==> config.mk <==
export PLATFORM = sky130hd
export DESIGN_NAME = midpoint_ellipse_stepper
export DESIGN_NICKNAME = d
export VERILOG_FILES = /design/src/design/mes_pkg.sv /design/src/design/mes_datapath.sv /design/src/design/mes_ctrl.sv /design/src/design/midpoint_ellipse_stepper.sv
export VERILOG_INCLUDE_DIRS = /design/src /design/src/design
export SDC_FILE = /design/constraint.sdc
export NUM_CORES = 2
export LEC_CHECK = 0
export BUFFER_PORTS_ARGS = -buffer_cell sky130_fd_sc_hd__buf_2
export CAP_MARGIN = 20
export CORE_UTILIZATION = 65
export CTS_CLUSTER_DIAMETER = 30
export DETAILED_ROUTE_END_ITERATION = 16
export PLACE_DENSITY = 0.82
export SLEW_MARGIN = 30
export SYNTH_ARGS = -nofsm -noshare
export SYNTH_HDL_FRONTEND = slang
export SYNTH_HIERARCHICAL = 1
export SYNTH_SLANG_ARGS = --single-unit
==> constraint.sdc <==
create_clock -name clk -period 14.78 [get_ports clk]
set_clock_uncertainty 0.05 [all_clocks]
set_input_delay 0.739 -clock clk [delete_from_list [all_inputs] [get_ports clk]]
set_output_delay 0.739 -clock clk [all_outputs]
set_load 0.01 [all_outputs]
==> src/design/assert_macros.svh <==
// Assertion shorthands for the RTL files; included by the controller.
`ifndef ASSERT_MACROS_SVH
`define ASSERT_MACROS_SVH

// Same-cycle implication, disabled while reset is asserted.
`define ASSERT_IMPLIES(name, ck, rn, cond, expr) \
  name: assert property (@(posedge ck) disable iff (!rn) (cond) |-> (expr)) \
    else $error("assertion failed");

// Next-cycle implication, disabled while reset is asserted.
`define ASSERT_NEXT(name, ck, rn, cond, expr) \
  name: assert property (@(posedge ck) disable iff (!rn) (cond) |=> (expr)) \
    else $error("assertion failed");

`endif

==> src/design/mes_pkg.sv <==
package mes_pkg;

  localparam int AXIS_BITS_DEF  = 10;
  localparam int COORD_BITS_DEF = 12;

  // Decision variable width; arithmetic wraps modulo 2**DEC_W.
  localparam int DEC_W = 64;

  localparam int IN_TDATA_W = 8;
  localparam int CFG_IDX_W  = 2;

  localparam logic [CFG_IDX_W-1:0] CFG_CENTER_X = 2'd0;
  localparam logic [CFG_IDX_W-1:0] CFG_CENTER_Y = 2'd1;
  localparam logic [CFG_IDX_W-1:0] CFG_AXIS_X   = 2'd2;
  localparam logic [CFG_IDX_W-1:0] CFG_AXIS_Y   = 2'd3;

  // Multiplier operations: operand selection and destination register.
  localparam int MUL_W = 4;
  localparam logic [MUL_W-1:0] MUL_NONE = 4'd0;
  localparam logic [MUL_W-1:0] MUL_AA   = 4'd1;
  localparam logic [MUL_W-1:0] MUL_BB   = 4'd2;
  localparam logic [MUL_W-1:0] MUL_B2X  = 4'd3;
  localparam logic [MUL_W-1:0] MUL_A2Y  = 4'd4;
  localparam logic [MUL_W-1:0] MUL_A2B  = 4'd5;
  localparam logic [MUL_W-1:0] MUL_XX1  = 4'd6;
  localparam logic [MUL_W-1:0] MUL_YSQ  = 4'd7;
  localparam logic [MUL_W-1:0] MUL_B2T1 = 4'd8;
  localparam logic [MUL_W-1:0] MUL_A2T2 = 4'd9;
  localparam logic [MUL_W-1:0] MUL_A2B2 = 4'd10;

  // Accumulator operations on the decision register.
  localparam int ACC_OP_W = 2;
  localparam logic [ACC_OP_W-1:0] ACC_HOLD = 2'd0;
  localparam logic [ACC_OP_W-1:0] ACC_LOAD = 2'd1;
  localparam logic [ACC_OP_W-1:0] ACC_ADD  = 2'd2;
  localparam logic [ACC_OP_W-1:0] ACC_SUB  = 2'd3;

  // Accumulator source terms.
  localparam int SRC_W = 4;
  localparam logic [SRC_W-1:0] SRC_A2   = 4'd0;
  localparam logic [SRC_W-1:0] SRC_4B2  = 4'd1;
  localparam logic [SRC_W-1:0] SRC_4M   = 4'd2;
  localparam logic [SRC_W-1:0] SRC_B2   = 4'd3;
  localparam logic [SRC_W-1:0] SRC_8BX  = 4'd4;
  localparam logic [SRC_W-1:0] SRC_8AY  = 4'd5;
  localparam logic [SRC_W-1:0] SRC_8A2  = 4'd6;
  localparam logic [SRC_W-1:0] SRC_8B2  = 4'd7;
  localparam logic [SRC_W-1:0] SRC_12A2 = 4'd8;
  localparam logic [SRC_W-1:0] SRC_12B2 = 4'd9;

  typedef struct packed {
    logic [MUL_W-1:0]    mul_op;
    logic [ACC_OP_W-1:0] acc_op;
    logic [SRC_W-1:0]    acc_src;
    logic                off_load;
    logic                x_inc;
    logic                y_dec;
    logic                emit;
    logic                emit_last;
    logic                emit_fin;
  } mes_cmd_t;

  typedef struct packed {
    logic below;     // b^2*x < a^2*y
    logic dec_neg;
    logic dec_zero;
    logic y_zero;
  } mes_sts_t;

endpackage

==> src/design/mes_datapath.sv <==
module mes_datapath import mes_pkg::*; #(
  parameter int AXIS_BITS  = AXIS_BITS_DEF,
  parameter int COORD_BITS = COORD_BITS_DEF
) (
  input  logic                         clk,
  input  logic                         rst_n,
  input  mes_cmd_t                     cmd,
  output mes_sts_t                     sts,
  input  logic signed [COORD_BITS-1:0] center_x,
  input  logic signed [COORD_BITS-1:0] center_y,
  input  logic [AXIS_BITS-1:0]         semi_axis_x,
  input  logic [AXIS_BITS-1:0]         semi_axis_y,
  output logic [COORD_BITS:0]          x_plus,
  output logic [COORD_BITS:0]          x_minus,
  output logic [COORD_BITS:0]          y_plus,
  output logic [COORD_BITS:0]          y_minus,
  output logic                         last_step,
  output logic                         finished
);

  localparam int OFF_BITS = AXIS_BITS + 1;
  localparam int OUT_BITS = COORD_BITS + 1;
  localparam int MA       = 2 * AXIS_BITS;
  localparam int MB       = 2 * OFF_BITS;
  localparam int PW       = MA + MB;
  localparam int SW       = ((OUT_BITS > OFF_BITS) ? OUT_BITS : OFF_BITS) + 1;

  logic [OFF_BITS-1:0] x_r, y_r;
  logic [DEC_W-1:0]    d_r;
  logic [MA-1:0]       a2_r, b2_r;
  logic [MB-1:0]       t1_r, t2_r;
  logic [PW-1:0]       bx_r, ay_r, m_r;

  logic [MA-1:0]       ma;
  logic [MB-1:0]       mb;
  logic [PW-1:0]       prod;
  logic [OFF_BITS-1:0] ym1_abs;
  logic [MA+1:0]       a2x3, b2x3;
  logic [DEC_W-1:0]    term;

  // |y - 1|, as used by the region-2 start value.
  assign ym1_abs = (y_r == '0) ? OFF_BITS'(1) : (y_r - OFF_BITS'(1));

  always_comb begin
    ma = '0;
    mb = '0;
    unique case (cmd.mul_op)
      MUL_AA: begin
        ma = MA'(semi_axis_x);
        mb = MB'(semi_axis_x);
      end
      MUL_BB: begin
        ma = MA'(semi_axis_y);
        mb = MB'(semi_axis_y);
      end
      MUL_B2X: begin
        ma = b2_r;
        mb = MB'(x_r);
      end
      MUL_A2Y: begin
        ma = a2_r;
        mb = MB'(y_r);
      end
      MUL_A2B: begin
        ma = a2_r;
        mb = MB'(semi_axis_y);
      end
      MUL_XX1: begin
        ma = MA'(x_r);
        mb = MB'(x_r) + MB'(1);
      end
      MUL_YSQ: begin
        ma = MA'(ym1_abs);
        mb = MB'(ym1_abs);
      end
      MUL_B2T1: begin
        ma = b2_r;
        mb = t1_r;
      end
      MUL_A2T2: begin
        ma = a2_r;
        mb = t2_r;
      end
      MUL_A2B2: begin
        ma = a2_r;
        mb = MB'(b2_r);
      end
      default: begin
        ma = '0;
        mb = '0;
      end
    endcase
  end

  assign prod = PW'(ma) * PW'(mb);

  always_ff @(posedge clk) begin
    unique case (cmd.mul_op)
      MUL_AA:   a2_r <= prod[MA-1:0];
      MUL_BB:   b2_r <= prod[MA-1:0];
      MUL_B2X:  bx_r <= prod;
      MUL_A2Y:  ay_r <= prod;
      MUL_XX1:  t1_r <= prod[MB-1:0];
      MUL_YSQ:  t2_r <= prod[MB-1:0];
      MUL_A2B, MUL_B2T1, MUL_A2T2, MUL_A2B2: m_r <= prod;
      default: ;
    endcase
  end

  assign a2x3 = {1'b0, a2_r, 1'b0} + {2'b00, a2_r};
  assign b2x3 = {1'b0, b2_r, 1'b0} + {2'b00, b2_r};

  always_comb begin
    unique case (cmd.acc_src)
      SRC_A2:   term = DEC_W'(a2_r);
      SRC_4B2:  term = DEC_W'(b2_r) << 2;
      SRC_4M:   term = DEC_W'(m_r) << 2;
      SRC_B2:   term = DEC_W'(b2_r);
      SRC_8BX:  term = DEC_W'(bx_r) << 3;
      SRC_8AY:  term = DEC_W'(ay_r) << 3;
      SRC_8A2:  term = DEC_W'(a2_r) << 3;
      SRC_8B2:  term = DEC_W'(b2_r) << 3;
      SRC_12A2: term = DEC_W'(a2x3) << 2;
      SRC_12B2: term = DEC_W'(b2x3) << 2;
      default:  term = '0;
    endcase
  end

  always_ff @(posedge clk) begin
    if (!rst_n) begin
      d_r <= '0;
      x_r <= '0;
      y_r <= '0;
    end else begin
      unique case (cmd.acc_op)
        ACC_HOLD: d_r <= d_r;
        ACC_LOAD: d_r <= term;
        ACC_ADD:  d_r <= d_r + term;
        ACC_SUB:  d_r <= d_r - term;
      endcase
      if (cmd.off_load) begin
        x_r <= '0;
        y_r <= OFF_BITS'(semi_axis_y);
      end else begin
        if (cmd.x_inc) begin
          x_r <= x_r + OFF_BITS'(1);
        end
        if (cmd.y_dec) begin
          y_r <= y_r - OFF_BITS'(1);
        end
      end
    end
  end

  assign sts.below    = bx_r < ay_r;
  assign sts.dec_neg  = d_r[DEC_W-1];
  assign sts.dec_zero = (d_r == '0);
  assign sts.y_zero   = (y_r == '0);

  logic signed [SW-1:0] cx_e, cy_e, ox_e, oy_e;
  logic signed [SW-1:0] xp_w, xm_w, yp_w, ym_w;

  assign cx_e = SW'(center_x);
  assign cy_e = SW'(center_y);
  assign ox_e = SW'(x_r);
  assign oy_e = SW'(y_r);
  assign xp_w = cx_e + ox_e;
  assign xm_w = cx_e - ox_e;
  assign yp_w = cy_e + oy_e;
  assign ym_w = cy_e - oy_e;

  always_ff @(posedge clk) begin
    if (cmd.emit) begin
      if (cmd.emit_fin) begin
        x_plus  <= '0;
        x_minus <= '0;
        y_plus  <= '0;
        y_minus <= '0;
      end else begin
        x_plus  <= xp_w[OUT_BITS-1:0];
        x_minus <= xm_w[OUT_BITS-1:0];
        y_plus  <= yp_w[OUT_BITS-1:0];
        y_minus <= ym_w[OUT_BITS-1:0];
      end
      last_step <= cmd.emit_last;
      finished  <= cmd.emit_fin;
    end
  end

endmodule

==> src/design/mes_ctrl.sv <==
`include "assert_macros.svh"

module mes_ctrl import mes_pkg::*; (
  input  logic     clk,
  input  logic     rst_n,
  input  logic     in_tvalid,
  output logic     in_tready,
  input  logic     restart,
  output logic     out_tvalid,
  input  logic     out_tready,
  output mes_cmd_t cmd,
  input  mes_sts_t sts
);

  localparam int ST_W = 5;
  localparam logic [ST_W-1:0] ST_IDLE = 5'd0;
  localparam logic [ST_W-1:0] ST_R0   = 5'd1;
  localparam logic [ST_W-1:0] ST_R1   = 5'd2;
  localparam logic [ST_W-1:0] ST_R2   = 5'd3;
  localparam logic [ST_W-1:0] ST_R3   = 5'd4;
  localparam logic [ST_W-1:0] ST_R4   = 5'd5;
  localparam logic [ST_W-1:0] ST_REM  = 5'd6;
  localparam logic [ST_W-1:0] ST_FIN  = 5'd7;
  localparam logic [ST_W-1:0] ST_S0   = 5'd8;
  localparam logic [ST_W-1:0] ST_S1   = 5'd9;
  localparam logic [ST_W-1:0] ST_S2   = 5'd10;
  localparam logic [ST_W-1:0] ST_S3   = 5'd11;
  localparam logic [ST_W-1:0] ST_S4   = 5'd12;
  localparam logic [ST_W-1:0] ST_W0   = 5'd13;
  localparam logic [ST_W-1:0] ST_W1   = 5'd14;
  localparam logic [ST_W-1:0] ST_W2   = 5'd15;
  localparam logic [ST_W-1:0] ST_W3   = 5'd16;
  localparam logic [ST_W-1:0] ST_W4   = 5'd17;
  localparam logic [ST_W-1:0] ST_W5   = 5'd18;
  localparam logic [ST_W-1:0] ST_U0   = 5'd19;
  localparam logic [ST_W-1:0] ST_U1   = 5'd20;
  localparam logic [ST_W-1:0] ST_U2   = 5'd21;
  localparam logic [ST_W-1:0] ST_U3   = 5'd22;
  localparam logic [ST_W-1:0] ST_U4   = 5'd23;

  // Update paths: region and decision sign.
  localparam logic [1:0] P1_NEG = 2'd0;
  localparam logic [1:0] P1_POS = 2'd1;
  localparam logic [1:0] P2_POS = 2'd2;
  localparam logic [1:0] P2_DIAG = 2'd3;

  logic [ST_W-1:0] state_r, state_nxt;
  logic [1:0]      path_r, path_nxt;
  logic            r2_r, r2_nxt;
  logic            act_r, act_nxt;
  logic            last_r, last_nxt;
  logic            out_valid_r, out_valid_nxt;
  logic            slot_free;
  logic            sw;

  assign slot_free  = !out_valid_r || out_tready;
  assign in_tready  = (state_r == ST_IDLE);
  assign out_tvalid = out_valid_r;
  assign sw         = !r2_r && !sts.below;

  always_comb begin
    state_nxt = state_r;
    path_nxt  = path_r;
    r2_nxt    = r2_r;
    act_nxt   = act_r;
    last_nxt  = last_r;
    cmd       = '0;
    unique case (state_r)
      ST_IDLE: begin
        if (in_tvalid) begin
          if (restart) begin
            state_nxt = ST_R0;
          end else if (!act_r) begin
            state_nxt = ST_FIN;
          end else begin
            state_nxt = ST_S0;
          end
        end
      end
      ST_R0: begin
        cmd.mul_op   = MUL_AA;
        cmd.off_load = 1'b1;
        r2_nxt       = 1'b0;
        act_nxt      = 1'b1;
        state_nxt    = ST_R1;
      end
      ST_R1: begin
        cmd.mul_op = MUL_BB;
        state_nxt  = ST_R2;
      end
      ST_R2: begin
        cmd.mul_op  = MUL_A2B;
        cmd.acc_op  = ACC_LOAD;
        cmd.acc_src = SRC_A2;
        state_nxt   = ST_R3;
      end
      ST_R3: begin
        cmd.acc_op  = ACC_ADD;
        cmd.acc_src = SRC_4B2;
        state_nxt   = ST_R4;
      end
      ST_R4: begin
        cmd.acc_op  = ACC_SUB;
        cmd.acc_src = SRC_4M;
        state_nxt   = ST_REM;
      end
      ST_REM: begin
        if (slot_free) begin
          cmd.emit  = 1'b1;
          state_nxt = ST_IDLE;
        end
      end
      ST_FIN: begin
        if (slot_free) begin
          cmd.emit     = 1'b1;
          cmd.emit_fin = 1'b1;
          state_nxt    = ST_IDLE;
        end
      end
      ST_S0: begin
        cmd.mul_op = MUL_AA;
        state_nxt  = ST_S1;
      end
      ST_S1: begin
        cmd.mul_op = MUL_BB;
        state_nxt  = ST_S2;
      end
      ST_S2: begin
        cmd.mul_op = MUL_B2X;
        state_nxt  = ST_S3;
      end
      ST_S3: begin
        cmd.mul_op = MUL_A2Y;
        state_nxt  = ST_S4;
      end
      ST_S4: begin
        if (slot_free) begin
          cmd.emit      = 1'b1;
          cmd.emit_last = (r2_r || sw) && sts.y_zero;
          last_nxt      = (r2_r || sw) && sts.y_zero;
          state_nxt     = sw ? ST_W0 : ST_U0;
        end
      end
      ST_W0: begin
        cmd.mul_op = MUL_XX1;
        state_nxt  = ST_W1;
      end
      ST_W1: begin
        cmd.mul_op = MUL_YSQ;
        state_nxt  = ST_W2;
      end
      ST_W2: begin
        cmd.mul_op  = MUL_B2T1;
        cmd.acc_op  = ACC_LOAD;
        cmd.acc_src = SRC_B2;
        state_nxt   = ST_W3;
      end
      ST_W3: begin
        cmd.mul_op  = MUL_A2T2;
        cmd.acc_op  = ACC_ADD;
        cmd.acc_src = SRC_4M;
        state_nxt   = ST_W4;
      end
      ST_W4: begin
        cmd.mul_op  = MUL_A2B2;
        cmd.acc_op  = ACC_ADD;
        cmd.acc_src = SRC_4M;
        state_nxt   = ST_W5;
      end
      ST_W5: begin
        cmd.acc_op  = ACC_SUB;
        cmd.acc_src = SRC_4M;
        r2_nxt      = 1'b1;
        state_nxt   = ST_U0;
      end
      ST_U0: begin
        if (!r2_r) begin
          path_nxt = sts.dec_neg ? P1_NEG : P1_POS;
        end else begin
          path_nxt = (!sts.dec_neg && !sts.dec_zero) ? P2_POS : P2_DIAG;
        end
        state_nxt = ST_U1;
      end
      ST_U1: begin
        cmd.acc_op  = ACC_ADD;
        cmd.acc_src = (path_r == P2_POS) ? SRC_12A2 : SRC_8BX;
        state_nxt   = ST_U2;
      end
      ST_U2: begin
        if (path_r == P1_NEG) begin
          cmd.acc_op  = ACC_ADD;
          cmd.acc_src = SRC_12B2;
          cmd.x_inc   = 1'b1;
          state_nxt   = ST_IDLE;
        end else begin
          cmd.acc_op  = ACC_SUB;
          cmd.acc_src = SRC_8AY;
          if (path_r == P2_POS) begin
            cmd.y_dec = 1'b1;
            if (last_r) begin
              act_nxt = 1'b0;
            end
            state_nxt = ST_IDLE;
          end else begin
            state_nxt = ST_U3;
          end
        end
      end
      ST_U3: begin
        cmd.acc_op  = ACC_ADD;
        cmd.acc_src = (path_r == P1_POS) ? SRC_8A2 : SRC_8B2;
        state_nxt   = ST_U4;
      end
      ST_U4: begin
        cmd.acc_op  = ACC_ADD;
        cmd.acc_src = (path_r == P1_POS) ? SRC_12B2 : SRC_12A2;
        cmd.x_inc   = 1'b1;
        cmd.y_dec   = 1'b1;
        if (path_r == P2_DIAG && last_r) begin
          act_nxt = 1'b0;
        end
        state_nxt = ST_IDLE;
      end
      default: begin
        state_nxt = ST_IDLE;
      end
    endcase
  end

  always_comb begin
    if (cmd.emit) begin
      out_valid_nxt = 1'b1;
    end else if (out_tready) begin
      out_valid_nxt = 1'b0;
    end else begin
      out_valid_nxt = out_valid_r;
    end
  end

  always_ff @(posedge clk) begin
    if (!rst_n) begin
      state_r     <= ST_IDLE;
      path_r      <= P1_NEG;
      r2_r        <= 1'b0;
      act_r       <= 1'b0;
      last_r      <= 1'b0;
      out_valid_r <= 1'b0;
    end else begin
      state_r     <= state_nxt;
      path_r      <= path_nxt;
      r2_r        <= r2_nxt;
      act_r       <= act_nxt;
      last_r      <= last_nxt;
      out_valid_r <= out_valid_nxt;
    end
  end

  `ASSERT_IMPLIES(a_emit_slot_free, clk, rst_n, cmd.emit, !out_valid_r || out_tready)
  `ASSERT_NEXT(a_accept_leaves_idle, clk, rst_n, in_tvalid && in_tready, state_r != ST_IDLE)
  `ASSERT_IMPLIES(a_active_drop_after_last, clk, rst_n, $fell(act_r), $past(last_r))
  `ASSERT_IMPLIES(a_region_clear_on_restart, clk, rst_n, $fell(r2_r), $past(state_r == ST_R0))

endmodule

==> src/design/midpoint_ellipse_stepper.sv <==
// A new beat is accepted only once the previous beat's update has finished, and a result
// waits in the output register until it is taken. The step that enters region 2 also computes
// the region-2 start value. The pace is set by the single shared multiplier and the one-term
// decision adder.
// Reset (rst_n low, synchronous): configuration clears to zero and no ellipse is active.
module midpoint_ellipse_stepper import mes_pkg::*; #(
  parameter int  AXIS_BITS   = AXIS_BITS_DEF,
  parameter int  COORD_BITS  = COORD_BITS_DEF,
  localparam int CFG_W       = (COORD_BITS > AXIS_BITS) ? COORD_BITS : AXIS_BITS,
  localparam int OUT_TDATA_W = ((4 * (COORD_BITS + 1) + 7) / 8) * 8
) (
  input  logic                   clk,
  input  logic                   rst_n,
  // Configuration write port.
  input  logic                   cfg_we,
  input  logic [CFG_IDX_W-1:0]   cfg_addr,
  input  logic [CFG_W-1:0]       cfg_wdata,
  // Input stream. tdata: restart (bit 0), zero padding above.
  input  logic                   in_tvalid,
  output logic                   in_tready,
  input  logic [IN_TDATA_W-1:0]  in_tdata,
  // Result stream. tdata from bit 0 up: x_plus, x_minus, y_plus, y_minus, zero padding.
  output logic                   out_tvalid,
  input  logic                   out_tready,
  output logic [OUT_TDATA_W-1:0] out_tdata,
  output logic                   out_tlast,   // last_step
  output logic                   out_tuser    // finished
);

  localparam int OUT_BITS = COORD_BITS + 1;

  // Configuration registers. They are read live on every step, so a write between beats
  // takes effect on the next beat; the decision variable and y offset keep their restart setup.
  logic signed [COORD_BITS-1:0] center_x_r, center_y_r;
  logic [AXIS_BITS-1:0]         semi_axis_x_r, semi_axis_y_r;

  always_ff @(posedge clk) begin
    if (!rst_n) begin
      center_x_r    <= '0;
      center_y_r    <= '0;
      semi_axis_x_r <= '0;
      semi_axis_y_r <= '0;
    end else if (cfg_we) begin
      unique case (cfg_addr)
        CFG_CENTER_X: center_x_r    <= cfg_wdata[COORD_BITS-1:0];
        CFG_CENTER_Y: center_y_r    <= cfg_wdata[COORD_BITS-1:0];
        CFG_AXIS_X:   semi_axis_x_r <= cfg_wdata[AXIS_BITS-1:0];
        CFG_AXIS_Y:   semi_axis_y_r <= cfg_wdata[AXIS_BITS-1:0];
      endcase
    end
  end

  mes_cmd_t cmd;
  mes_sts_t sts;

  logic [OUT_BITS-1:0] x_plus, x_minus, y_plus, y_minus;
  logic                last_step, finished;

  // The controller sequences each step beat: squares of the semi-axes, the region test
  // products, the region-2 start value when the test switches regions, then the decision update
  // one term per cycle. The output register is loaded as soon as it is free, so the result can
  // wait downstream while the rest of the update finishes.
  mes_ctrl u_ctrl (
    .clk        (clk),
    .rst_n      (rst_n),
    .in_tvalid  (in_tvalid),
    .in_tready  (in_tready),
    .restart    (in_tdata[0]),
    .out_tvalid (out_tvalid),
    .out_tready (out_tready),
    .cmd        (cmd),
    .sts        (sts)
  );

  // The datapath holds the offsets, the four-times-scaled decision variable, one shared
  // multiplier with its product registers, and the output payload register.
  mes_datapath #(
    .AXIS_BITS  (AXIS_BITS),
    .COORD_BITS (COORD_BITS)
  ) u_datapath (
    .clk         (clk),
    .rst_n       (rst_n),
    .cmd         (cmd),
    .sts         (sts),
    .center_x    (center_x_r),
    .center_y    (center_y_r),
    .semi_axis_x (semi_axis_x_r),
    .semi_axis_y (semi_axis_y_r),
    .x_plus      (x_plus),
    .x_minus     (x_minus),
    .y_plus      (y_plus),
    .y_minus     (y_minus),
    .last_step   (last_step),
    .finished    (finished)
  );

  assign out_tdata = OUT_TDATA_W'({y_minus, y_plus, x_minus, x_plus});
  assign out_tlast = last_step;
  assign out_tuser = finished;

endmodule
==> out/qor.yml <==
clocking:
  cts.path.max_buffers: 3
  clkSinkCount: 403
  postCtsSetupBuffers: 0
  cts_made_buffers: 85
  clockRootBuffer: "clkbuf_16"
  path_clk_slew_ps: 50
  clock_latency_ps: 640
  cts_resized: 0
  postCtsHoldBufs: 0
  htree_levels: 3
  cts_tree: "yes"
synthesis:
  seq_area_frac_synth: 0.255
  yosysTopAreaCell: "edfxtp_1"
  synth.top_cell.area_share: 0.187
  synth_area_leaders: "edfxtp_1 19%, fa_1 17%, ha_1 10%, dfxtp_1 6.7%, inv_1 5.2%"
  synth.most_common_cell: "inv_1"
  yosys-top-cells-count: "577 x inv_1, 517 x nand2_1, 432 x nor2_1, 363 x fa_1, 343 x ha_1"
  ys.flop_type: "edfxtp_1"
  yosys_warnings: 6
  syn_area_per_cell_um2: 9.02
  async_flop_share: 0
  synth_edf_count: 262
  synthCells: 4655
  yosys_register_bits: 403
  mappedNetlistArea_mm2: 0.0420
  synth.distinct_cells: 118
setup_path:
  cpPeakStageDelay_ps: 840
  arrival_ps: 12790
  critPathRequiredTime_ps: 15150
  cp-start-kind: "flip-flop"
  crit_type: "flip-flop to flip-flop"
  slowest_stage: "o21ai_0"
  cp_max_fo: 25
  endpoint_kind: "flip-flop"
  crit_top_cell: "fa_1"
  reg2reg_slack_ps: 2360
global_routing:
  use_met3: 0.0944
  grt-ovfl-total: 0
  grt_pass1_vias: 35500
  grt_usage: 0.368
  use_met2: 0.562
  grt-busiest-layer: "met2"
  antenna_found_initial: 1
  grt_max_degree: 79
  met1_usage: 0.487
  grt_pass1_wl_um: 191000
timing:
  setup_viol: 0
  rsz0062_at_grt: "false"
  final-hold-violation-count: 0
  setup_tns_ps: 0
  worstMarginPinSlew_ps: 1030
  period_share: 0.840
  min_period_ps: 12420
  drv_slew: 0
  max_freq_mhz: 80.5
  relSlewSlack: 0.310
power_and_ir_drop:
  cellPowerDensity_mw_per_mm2: 133
  ir_worst_vdd_mv: 0.0943
  leakage_nw: 20.4
layout:
  n_fill_cell: 4507
  utilization: 0.725
  diodes: 0
  nets: 5400
  syn_to_final_growth_pct: 9.45
  drive_gt1_frac: 0.0841
flow_run:
  drv_cap: 0
route:
  drt-initial-drc-count: 4292
  antenna_left: 0
  wl_per_cell_um: 21.7
  via_per_inst: 6.39
  first_pass_iters: 10
  wirelength_um: 121000
  num_vias: 35600
  drc: 0
floorplanning:
  num_rows: 92
  io-pin-count: 87
  chipWidth_um: 256
  core_area_mm2: 0.0634
  die_h_um: 256
  die-area_mm2: 0.0656
  initial_core_util: 0.662
placement:
  gp_congestion: 0.981
  place_hpwl_um: 89700
  port-buffer-count: 75
run_status:
  outcome: "completed"
hold_path:
  hold_path_class: "flip-flop to flip-flop"
[power breakdown]
group	switching (mW)	internal (mW)	leakage (nW)
Combinational	1.66	0.961	15.5
Clock	0.661	1.23	1.37
Sequential	0.217	1.38	3.45
Total	2.54	3.58	20.4
[sequential cells by signal (all words and copies together), names as in the netlist, 20 cells and up]
| register | count |
|---|---|
| u_datapath/bx_r | 42 |
| u_datapath/b2_r | 20 |
| u_datapath/t2_r | 22 |
| u_datapath/d_r | 64 |
| u_datapath/a2_r | 20 |
| u_datapath/t1_r | 22 |
| u_datapath/ay_r | 42 |
| u_datapath/m_r | 42 |
[area by class of cell]
| class | instances | area [µm²] | area share |
|---|---|---|---|
| inverter | 578 | 2170 | 0.0472 |
| timing repair buffer | 148 | 937 | 0.0204 |
| multi-input combinational | 3451 | 28200 | 0.614 |
| clock buffer | 102 | 2290 | 0.0499 |
| sequential | 403 | 10700 | 0.233 |
| tap | 846 | 1060 | 0.0230 |
| clock inverter | 49 | 592 | 0.0129 |
[cells by family after synthesis]
kind of cell    Yosys count  synth area share
compound gates         1005             0.163
xor+xnor                230            0.0480
fa+ha+maj               706             0.275
buf+inv                 804            0.0779
flops                   403             0.255
mux                     107            0.0266
other cells               1         0.0000893
simple gates           1399             0.155
[final timing paths]
| kind | from | endpoint | cells after the start |
|---|---|---|---|
| min | semi_axis_x_r[2] | semi_axis_x_r[2] | 2 |
| max | u_ctrl/state_r[2] | u_datapath/m_r[41] | 34 |
| max reg2reg | u_ctrl/state_r[2] | u_datapath/m_r[41] | 34 |
| min reg2reg | semi_axis_x_r[2] | semi_axis_x_r[2] | 2 |
[stage by stage]
stage               cell area [µm²]  total power [mW]  setup WS (ps)  instances  hold slack [ps]
finish                        46000              6.12           2360       5577              415
CTS                           45900              6.04           2290       5574              411
global route                  46000              6.40           1740       5577              435
detailed placement            43000              4.11           2450       5423              409
floorplan                     42000              3.45           4410       4658              389
global placement              43000              4.06           2600       5423              397
[placed cells by master, fill, tap and decap left out, types with 14 or more instances in the layout]
master,n
a222oi_1,31
o21ai_0,175
nand3_1,42
and3_1,35
a21o_1,98
nor2_1,427
buf_4,71
a221oi_1,14
a211oi_1,60
clkbuf_16,86
nor4_1,21
a21oi_1,250
a22o_1,18
ha_1,343
nor2b_1,75
a31oi_1,33
buf_2,74
o21a_1,33
nand2_1,517
mux2i_1,90
xnor2_1,142
fa_1,363
nand3b_1,14
edfxtp_1,262
a22oi_1,55
nand2b_1,41
xor2_1,88
nor3_1,43
inv_1,577
o22ai_1,28
nand4_1,40
dfxtp_1,140
and2_1,44
o21bai_1,29
[metal layers]
| layer | wire length [µm] | up-vias | part of all wire |
|---|---|---|---|
| li1 | - | 16000 | - |
| met1 | 47500 | 17100 | 0.39 |
| met2 | 52800 | 2120 | 0.44 |
| met3 | 14300 | 411 | 0.12 |
| met4 | 6330 | 2 | 0.052 |
| met5 | 13 | - | 0.00011 |
[critical path, delay by kind of cell (launching register included)]
| kind | cells | cell delay (ps) |
|---|---|---|
| flops | 1 | 770 |
| mux | 1 | 180 |
| fa+ha+maj | 8 | 3850 |
| xor+xnor | 1 | 210 |
| buf+inv | 4 | 490 |
| simple gates | 6 | 1920 |
| compound gates | 14 | 4690 |
Note: power is estimated with default switching activity, not from simulation.
